[config.mk]
export PLATFORM = sky130hd
export DESIGN_NAME = wsg_div
export DESIGN_NICKNAME = d
export VERILOG_FILES = /design/src/hw/rtl/wsg_pkg.sv /design/src/hw/rtl/wsg_div.sv
export SDC_FILE = /design/constraint.sdc
export NUM_CORES = 1
export LEC_CHECK = 0
export BUFFER_PORTS_ARGS = -buffer_cell sky130_fd_sc_hd__buf_4
export CAP_MARGIN = 10
export CELL_PAD_IN_SITES_DETAIL_PLACEMENT = 1
export CELL_PAD_IN_SITES_GLOBAL_PLACEMENT = 1
export CORE_MARGIN = 4
export CORE_UTILIZATION = 25
export CTS_CLUSTER_DIAMETER = 50
export DETAILED_ROUTE_END_ITERATION = 6
export GPL_TIMING_DRIVEN = 0
export PLACE_DENSITY_LB_ADDON = 0.2
export REMOVE_ABC_BUFFERS = 1
export SLEW_MARGIN = 20
export SYNTH_ARGS = -nofsm -noshare
export SYNTH_HDL_FRONTEND = slang
export SYNTH_SLANG_ARGS = --single-unit
[constraint.sdc]
create_clock -name clk_i -period 3.59 [get_ports clk_i]
set_input_delay 0.718 -clock clk_i [delete_from_list [all_inputs] [get_ports clk_i]]
set_output_delay 0.718 -clock clk_i [all_outputs]
set_load 0.05 [all_outputs]
[src/hw/rtl/wsg_pkg.sv]
// Shared types and constants for the Wiener spectral gain block.
`default_nettype none
package wsg_pkg;
  localparam int unsigned FrameBins = 256;
  localparam int unsigned BinW = $clog2(FrameBins);
  localparam int unsigned SumW = 40;
  localparam int unsigned SnrW = 24;
  localparam logic [SumW-1:0] SumMax = {SumW{1'b1}};
  localparam logic [SnrW-1:0] SnrMax = {SnrW{1'b1}};
  localparam logic [SnrW-1:0] FirstPrior = 24'd62259;
  localparam logic [15:0] AlphaReset = 16'd64225;
  localparam logic [7:0] NfReset = 8'd8;
  localparam int unsigned DivW = 64;

  typedef enum logic [1:0] {
    REQ_LEARN  = 2'd0,
    REQ_FILTER = 2'd1,
    REQ_CLEAR  = 2'd2,
    REQ_NONE   = 2'd3
  } req_e;

  typedef enum logic [0:0] {
    CFG_ALPHA = 1'b0,
    CFG_NFRAMES = 1'b1
  } cfg_e;

  typedef enum logic [4:0] {
    ST_IDLE, ST_WIPE, ST_READ, ST_POWER, ST_LEARN, ST_MEAN, ST_MEAN_W, ST_POST, ST_POST_W,
    ST_PRIOR_A, ST_PRIOR_B, ST_GAIN, ST_GAIN_W, ST_SCALE_RE, ST_SCALE_IM,
    ST_M2_RE, ST_M2_IM, ST_Q, ST_Q_W, ST_WRITE, ST_OUT
  } state_e;

  typedef struct packed {
    logic            start;
    logic [DivW-1:0] num;
    logic [DivW-1:0] den;
  } div_req_t;

  typedef struct packed {
    logic            busy;
    logic            done;
    logic [DivW-1:0] quo;
  } div_rsp_t;
endpackage
`default_nettype wire

[src/hw/rtl/wsg_div.sv]
// Radix-2 restoring divider, one quotient bit per cycle.
`default_nettype none
module wsg_div (
  input  wire logic              clk_i,
  input  wire logic              rst_ni,
  input  wire wsg_pkg::div_req_t req_i,
  output wsg_pkg::div_rsp_t      rsp_o
);
  localparam int unsigned W = wsg_pkg::DivW;
  localparam int unsigned CW = $clog2(W);
  logic [W-1:0] quo_q, quo_d, rem_q, rem_d, den_q, den_d;
  logic [CW-1:0] cnt_q, cnt_d;
  logic busy_q, busy_d, done_q, done_d;
  logic [W:0] trial;
  logic [W:0] shifted;

  always_comb begin
    quo_d = quo_q; rem_d = rem_q; den_d = den_q; cnt_d = cnt_q;
    busy_d = busy_q; done_d = 1'b0;
    shifted = {rem_q, quo_q[W-1]};
    trial = shifted - {1'b0, den_q};
    if (req_i.start) begin
      quo_d = req_i.num; rem_d = '0; den_d = req_i.den;
      cnt_d = '0; busy_d = 1'b1;
    end else if (busy_q) begin
      if (!trial[W]) begin
        rem_d = trial[W-1:0];
        quo_d = {quo_q[W-2:0], 1'b1};
      end else begin
        rem_d = shifted[W-1:0];
        quo_d = {quo_q[W-2:0], 1'b0};
      end
      cnt_d = cnt_q + 1'b1;
      if (cnt_q == CW'(W-1)) begin
        busy_d = 1'b0; done_d = 1'b1;
      end
    end
  end

  always_ff @(posedge clk_i or negedge rst_ni) begin
    if (!rst_ni) begin
      busy_q <= 1'b0; done_q <= 1'b0; cnt_q <= '0;
    end else begin
      busy_q <= busy_d; done_q <= done_d; cnt_q <= cnt_d;
    end
  end

  always_ff @(posedge clk_i) begin
    quo_q <= quo_d; rem_q <= rem_d; den_q <= den_d;
  end

  assign rsp_o.busy = busy_q;
  assign rsp_o.done = done_q;
  assign rsp_o.quo  = quo_q;
endmodule
`default_nettype wire

==> results of run 1 <==
-- logic make-up (layout without fill, tap and decap cells) --
| group | Yosys count | count (layout) | synth area share |
|---|---|---|---|
| DFF | 200 | 200 | 0.438 |
| and+or+nand+nor | 328 | 329 | 0.129 |
| AOI/OAI and AO/OA | 319 | 319 | 0.174 |
| buffers and inverters | 155 | 332 | 0.0563 |
| xor gates and xnor gates | 60 | 60 | 0.0433 |
| adders and majority gates | 66 | 66 | 0.0686 |
| muxes | 102 | 102 | 0.0906 |
-- layout by cell type, fill, tap and decap left out, types with 37 or more instances in the layout --
| cell type | n |
|---|---|
| nand2_1 | 96 |
| edfxtp_1 | 128 |
| nor2_1 | 106 |
| dfxtp_1 | 64 |
| a211oi_1 | 42 |
| mux2i_1 | 37 |
| buf_4 | 203 |
| a21oi_1 | 93 |
| o21ai_0 | 52 |
| ha_1 | 59 |
| inv_1 | 83 |
| mux2_2 | 64 |
-- layout make-up --
class                   instances  area (um2)
clock inverters                14         184
clock buffers                  18         429
flip-flops and latches        200        5330
fillers                      5456       32600
multi-input cells             876        6390
repair buffers                216        1810
inverters                      84         318
well taps                     615         769
-- worst max path at each step --
stage | end | slack (ns) | depth (start not counted) | from
global placement | quo_q[24] | -4.42 | 2 | busy_q
CTS | rem_q[56] | 0.01 | 12 | den_q[55]
detailed placement | rem_q[56] | -0.65 | 13 | quo_q[63]
global route | rem_q[56] | -0.008 | 11 | den_q[43]
floorplan | rem_q[41] | -1.41 | 12 | quo_q[63]
finish | rem_q[56] | 0.11 | 13 | quo_q[63]
-- metrics by stage --
stage                     hold slack, ns  instance area, um2  utilization  std cells  power (mW)
after global placement             0.462               14000        0.293       1970        3.73
after floorplan                    0.422               11800            -       1159        3.32
after detailed placement           0.469               14200        0.298       1977        3.74
final                              0.396               15200        0.318       2023        5.79
after CTS                          0.336               15000        0.314       2018        5.91
after global routing               0.354               15200        0.318       2023        6.09
-- repair_timing --
| item | CTS | global route |
|---|---|---|
| buffers inserted | 7 | 3 |
| cloned | 1 | 2 |
| pin swaps | 7 | 7 |
| endpoints found under the hold margin | 8 | 0 |
| hold buffers | 1 | 0 |
| endpoints found under the setup margin | 65 | 58 |
| resized for setup | 18 | 33 |
-- metal layers --
| metal | wire, um | vias to the layer above |
|---|---|---|
| met5 | 15 | - |
| met4 | 589 | 2 |
| met3 | 2500 | 26 |
| met2 | 17800 | 196 |
| met1 | 17900 | 4746 |
| li1 | - | 4845 |
-- flip-flops by register name, indices dropped and copies added, names as in the netlist --
name / cells
busy_q: 1
cnt_q: 6
den_q: 64
done_q: 1
quo_q: 64
rem_q: 64
-- power groups by stage --
| stage | Sequential [mW] | Combinational (mW) | Clock [mW] |
|---|---|---|---|
| after floorplan | 2.98 | 0.346 | 0 |
| after global placement | 2.73 | 1.00 | 0 |
| after detailed placement | 2.73 | 1.02 | 0 |
| after CTS | 2.68 | 1.02 | 2.21 |
| after global routing | 2.70 | 1.10 | 2.29 |
| final | 2.68 | 1.02 | 2.10 |
-- worst reg2reg max path, delay by kind of cell (launching register included) --
kind            cells  cell delay (ns)
compound gates      5             1.34
fa+ha+maj           2             0.56
buf+inv             2             0.25
flops               1             0.35
simple gates        4             0.89
==> impl_metrics.json, run 1 <==
{
  "htreeDepth": 4,
  "dieArea_mm2": 0.0522,
  "firstDrtPassIters": 4,
  "ys_types": 81,
  "p_sw_mw": 1.69,
  "clock_sinks": 200,
  "power_leakage_nw": 6.22,
  "yosysTopAreaCell": "edfxtp_1",
  "yosys_warnings": 0,
  "grt_use_total": 0.148,
  "chipHeight_um": 228,
  "die_w_um": 228,
  "use_met3": 0.0546,
  "worst_ir_drop_vdd_uv": 372,
  "synth.area.top_cells": "edfxtp_1 (32%), dfxtp_1 (11%), ha_1 (6.7%)",
  "netlist_area_mm2": 0.0121,
  "tritoncts": "done",
  "seq_power_share": 0.462,
  "internal_power_mw": 4.10,
  "postSynthAreaPerCell_um2": 9.88,
  "p_comb_frac": 0.176,
  "clkSlewWorstSetupHoldPaths_ns": 0.08,
  "relSlewSlack": 0.367,
  "wl_per_cell_um": 19.2,
  "cts_made_buffers": 17,
  "grt_pass1_vias": 10700,
  "wirelength_um": 38800,
  "path_common_cell": "a21oi_4",
  "hp-class": "input pin to flip-flop",
  "area_growth_syn_to_layout_pct": 25.3,
  "fp-row-count": 80,
  "r2r_cells": 13,
  "syn_inst": 1230,
  "synth-edff-count": 128,
  "diodes": 0,
  "reg2reg_from": "quo_q[63]",
  "drive_gt1_frac": 0.262,
  "final_max_slew_viol_count": 0,
  "gp_congestion": 0.793,
  "drc": 0,
  "setup_viol": 0,
  "ios": 197,
  "initial_core_util": 0.254,
  "netlist_top_cells_count": "edfxtp_1 (128), nor2_1 (109), a21oi_1 (97), nand2_1 (97), inv_1 (84)",
  "r2r_slack_ns": 0.11,
  "dp_worst_setup_slack_ns": -0.653,
  "crit_chain": "inv_1, ha_2, fa_2, nand2b_4, a21oi_4, o21ai_2, a2111o_1, a21oi_4, or4b_4, nand3_4, buf_16, or3_4, a311oi_2",
  "yosysMostFrequentCell": "edfxtp_1",
  "crit_buf_inv": 2,
  "antenna_found_initial": 1,
  "num_vias": 9815,
  "clock_path_buffers": 2,
  "grt_pass1_wl_um": 60900,
  "fin_crit_ns": 3.48,
  "critical_path.max_fanout": 16,
  "min_period_over_period": 0.969,
  "synth_top_cell_area_share": 0.316,
  "cp_top_family": "compound AO/OA/AOI/OAI gates",
  "worst_pin_slew_ns": 0.948,
  "startpoint_type": "flip-flop",
  "cp.arrival_ns": 3.88,
  "insertion_delay_ns": 0.50,
  "holdPathStages": 1,
  "pwr_density_cell_mw_per_mm2": 380,
  "clockRootBuffer": "clkbuf_16",
  "crit_path_end_kind": "flip-flop",
  "core_mm2": 0.0478,
  "worst_slack_ns": 0.112,
  "slowest_stage": "a2111o_1",
  "timing.rr.end": "rem_q[56]",
  "grt.busiest_layer": "met2",
  "overflow": 0,
  "cpPeakStageDelay_ns": 0.51,
  "ys_seq_area_frac": 0.438,
  "synthArstFlopShare": 0.0400,
  "fin_worst_skew_ns": 0.0111,
  "ys_ff_latch": 200,
  "hp-start": "req_i[56]",
  "fin_nets": 1592,
  "globalRouteMet1Util": 0.187,
  "fin_setup_tns_ns": 0,
  "grt_max_degree": 74,
  "grt_use_met2": 0.234,
  "synth_ff_type": "edfxtp_1",
  "drtAntennaViolNets": 0,
  "outcome": "finished clean",
  "crit_required_ns": 4.00,
  "fmax_ghz": 0.288,
  "p_sw_frac": 0.292,
  "worst_hold_path.endpoint": "den_q[56]",
  "max_cap_violations": 0,
  "dp_hpwl_um": 28500,
  "worstSetupPathType": "flip-flop to flip-flop",
  "finalHoldViolCount": 0,
  "grt_setup_unrepaired": "yes",
  "p_clk_frac": 0.362,
  "port-buffer-count": 196,
  "vias_per_cell": 4.85,
  "drt_iter0_drc": 496
}
(Power assumes the default switching activity.)
==> inputs of run 2 (changes only) <==
--- a/config.mk
+++ b/config.mk
@@ -16,6 +16,7 @@
 export GPL_TIMING_DRIVEN = 0
 export PLACE_DENSITY_LB_ADDON = 0.2
 export REMOVE_ABC_BUFFERS = 1
+export SETUP_SLACK_MARGIN = 0.4
 export SLEW_MARGIN = 20
 export SYNTH_ARGS = -nofsm -noshare
 export SYNTH_HDL_FRONTEND = slang
==> impl_metrics.json, run 2 (synthesized netlist as in run 1, its figures left out) <==
{
  "clockRootBuffer": "clkbuf_16",
  "cts_made_buffers": 17,
  "worst_pin_slew_ns": 0.931,
  "drt_iter0_drc": 469,
  "cp.arrival_ns": 3.90,
  "overflow": 0,
  "ios": 197,
  "grt_pass1_vias": 10800,
  "crit_chain": "ha_4, fa_2, nand2b_4, a21oi_4, o21ai_2, a2111o_1, a2111oi_4, buf_4, nor3_4, nor2_4, mux2i_1, or3_4, a311oi_2",
  "critical_path.max_fanout": 3,
  "drc": 0,
  "startpoint_type": "flip-flop",
  "hold_ws_ns": 0.401,
  "power_mw": 5.82,
  "wl_per_cell_um": 19.7,
  "grt_use_total": 0.153,
  "seq_area_mm2": 0.00533,
  "highest-signal-layer": "met5",
  "nFillCells": 5367,
  "worstSetupPathType": "flip-flop to flip-flop",
  "clock_path_buffers": 2,
  "num_vias": 10100,
  "fin_setup_tns_ns": 0,
  "clkSlewWorstSetupHoldPaths_ns": 0.08,
  "dieArea_mm2": 0.0522,
  "met3_length_um": 2730,
  "diodes": 0,
  "crit_buf_inv": 1,
  "slowest_stage": "a2111o_1",
  "wl_met2_um": 19000,
  "power_leakage_nw": 6.61,
  "finalHoldViolCount": 0,
  "worst_ir_drop_vdd_uv": 370,
  "r2r_slack_ns": 0.1,
  "drive_gt1_frac": 0.336,
  "final_max_slew_viol_count": 0,
  "setup_viol": 0,
  "finish.utilization": 0.341,
  "crit_path_end_kind": "flip-flop",
  "outcome": "finished clean",
  "area_growth_syn_to_layout_pct": 34.4,
  "insertion_delay_ns": 0.49,
  "final_cell_mix": "buf_4 (218), edfxtp_1 (128), nor2_1 (99)",
  "fin_nets": 1634,
  "fmax_ghz": 0.286,
  "cpPeakStageDelay_ns": 0.50,
  "fin_crit_ns": 3.49,
  "final_common_cell": "buf_4",
  "reg.largest.list": "den_q x64, quo_q x64, rem_q x64",
  "vias_per_cell": 4.89,
  "grt_setup_unrepaired": "yes",
  "crit_required_ns": 3.99,
  "tritoncts": "done",
  "holdPathStages": 1,
  "port-buffer-count": 196,
  "clock_sinks": 200,
  "pwr_density_cell_mw_per_mm2": 357,
  "htreeDepth": 4,
  "min_period_over_period": 0.973,
  "firstDrtPassIters": 7,
  "grt_max_degree": 74,
  "gp_congestion": 0.793,
  "die_w_um": 228,
  "relSlewSlack": 0.373,
  "chipHeight_um": 228,
  "r2r_cells": 13,
  "initial_core_util": 0.254,
  "fp-row-count": 80,
  "multi_input_area_mm2": 0.00694,
  "dp_hpwl_um": 28500,
  "drtAntennaViolNets": 0,
  "wl_met1_um": 18200,
  "cp_top_family": "compound AO/OA/AOI/OAI gates",
  "core_mm2": 0.0478,
  "fin_worst_skew_ns": 0.0128,
  "grt_pass1_wl_um": 62700,
  "crit_cells": 13,
  "hp-class": "input pin to flip-flop",
  "antenna_found_initial": 1,
  "wirelength_um": 40600,
  "max_cap_violations": 0
}
==> run 2: cell types whose count changed in the layout (fill, tap and decap cells not counted), sizes merged <==
cell	previous run	this run
nand2	97	98
buf	213	254
==> run 2: worst register-to-register path, delay by kind of cell, from the launching register on <==
| family | cells | cell delay (ns) |
|---|---|---|
| DFF | 1 | 0.43 |
| buffers and inverters | 1 | 0.19 |
| muxes | 1 | 0.09 |
| AOI/OAI and AO/OA | 5 | 1.40 |
| and+or+nand+nor | 4 | 0.77 |
| adders and majority gates | 2 | 0.53 |
==> run 2: what timing repair did <==
item,4_1_cts,5_1_grt
cloned,7,2
pin swaps,48,55
hold buffers,1,0
buffers inserted,21,25
endpoints found under the setup margin,65,65
gates resized for setup,78,127
endpoints found under the hold margin,8,0
==> run 2: final timing paths <==
check                           from         to
setup / recovery            den_q[0]  rem_q[56]
hold / removal              req_i[5]   den_q[5]
setup reg to reg            den_q[0]  rem_q[56]
hold reg to reg            rem_q[22]  rem_q[22]
max in group asynchronous     rst_ni     busy_q
min in group asynchronous     rst_ni   cnt_q[4]
==> run 2: layer usage <==
| layer | GRT usage | vias to the layer above |
|---|---|---|
| met5 | 0 | - |
| met4 | 0.0461 | 2 |
| met3 | 0.0548 | 31 |
| met2 | 0.246 | 202 |
| met1 | 0.193 | 4930 |
| li1 | - | 4931 |
==> run 2: per-stage QoR <==
stage          cells  cell area, um2  worst slack, ns
3_5_place_dp    1977           14200           -0.653
5_1_grt         2065           16300          -0.0476
3_3_place_gp    1970           14000            -4.42
6_report        2065           16300           0.0969
2_1_floorplan   1159           11800            -1.41
4_1_cts         2038           15500           0.0564
==> run 2: layout make-up <==
cell class                 instances  share of cell area
tap                              615              0.0471
sequential                       200               0.326
timing repair buffer             257               0.144
clock inverter                    14              0.0113
inverter                          84              0.0195
clock buffer                      18              0.0263
multi-input combinational        877               0.425
==> run 2: power breakdown <==
group          total (mW)  switching (mW)  internal [mW]
clock network        2.09           0.981           1.11
logic                1.05           0.657          0.395
registers            2.68          0.0733           2.60
total                5.82            1.71           4.11
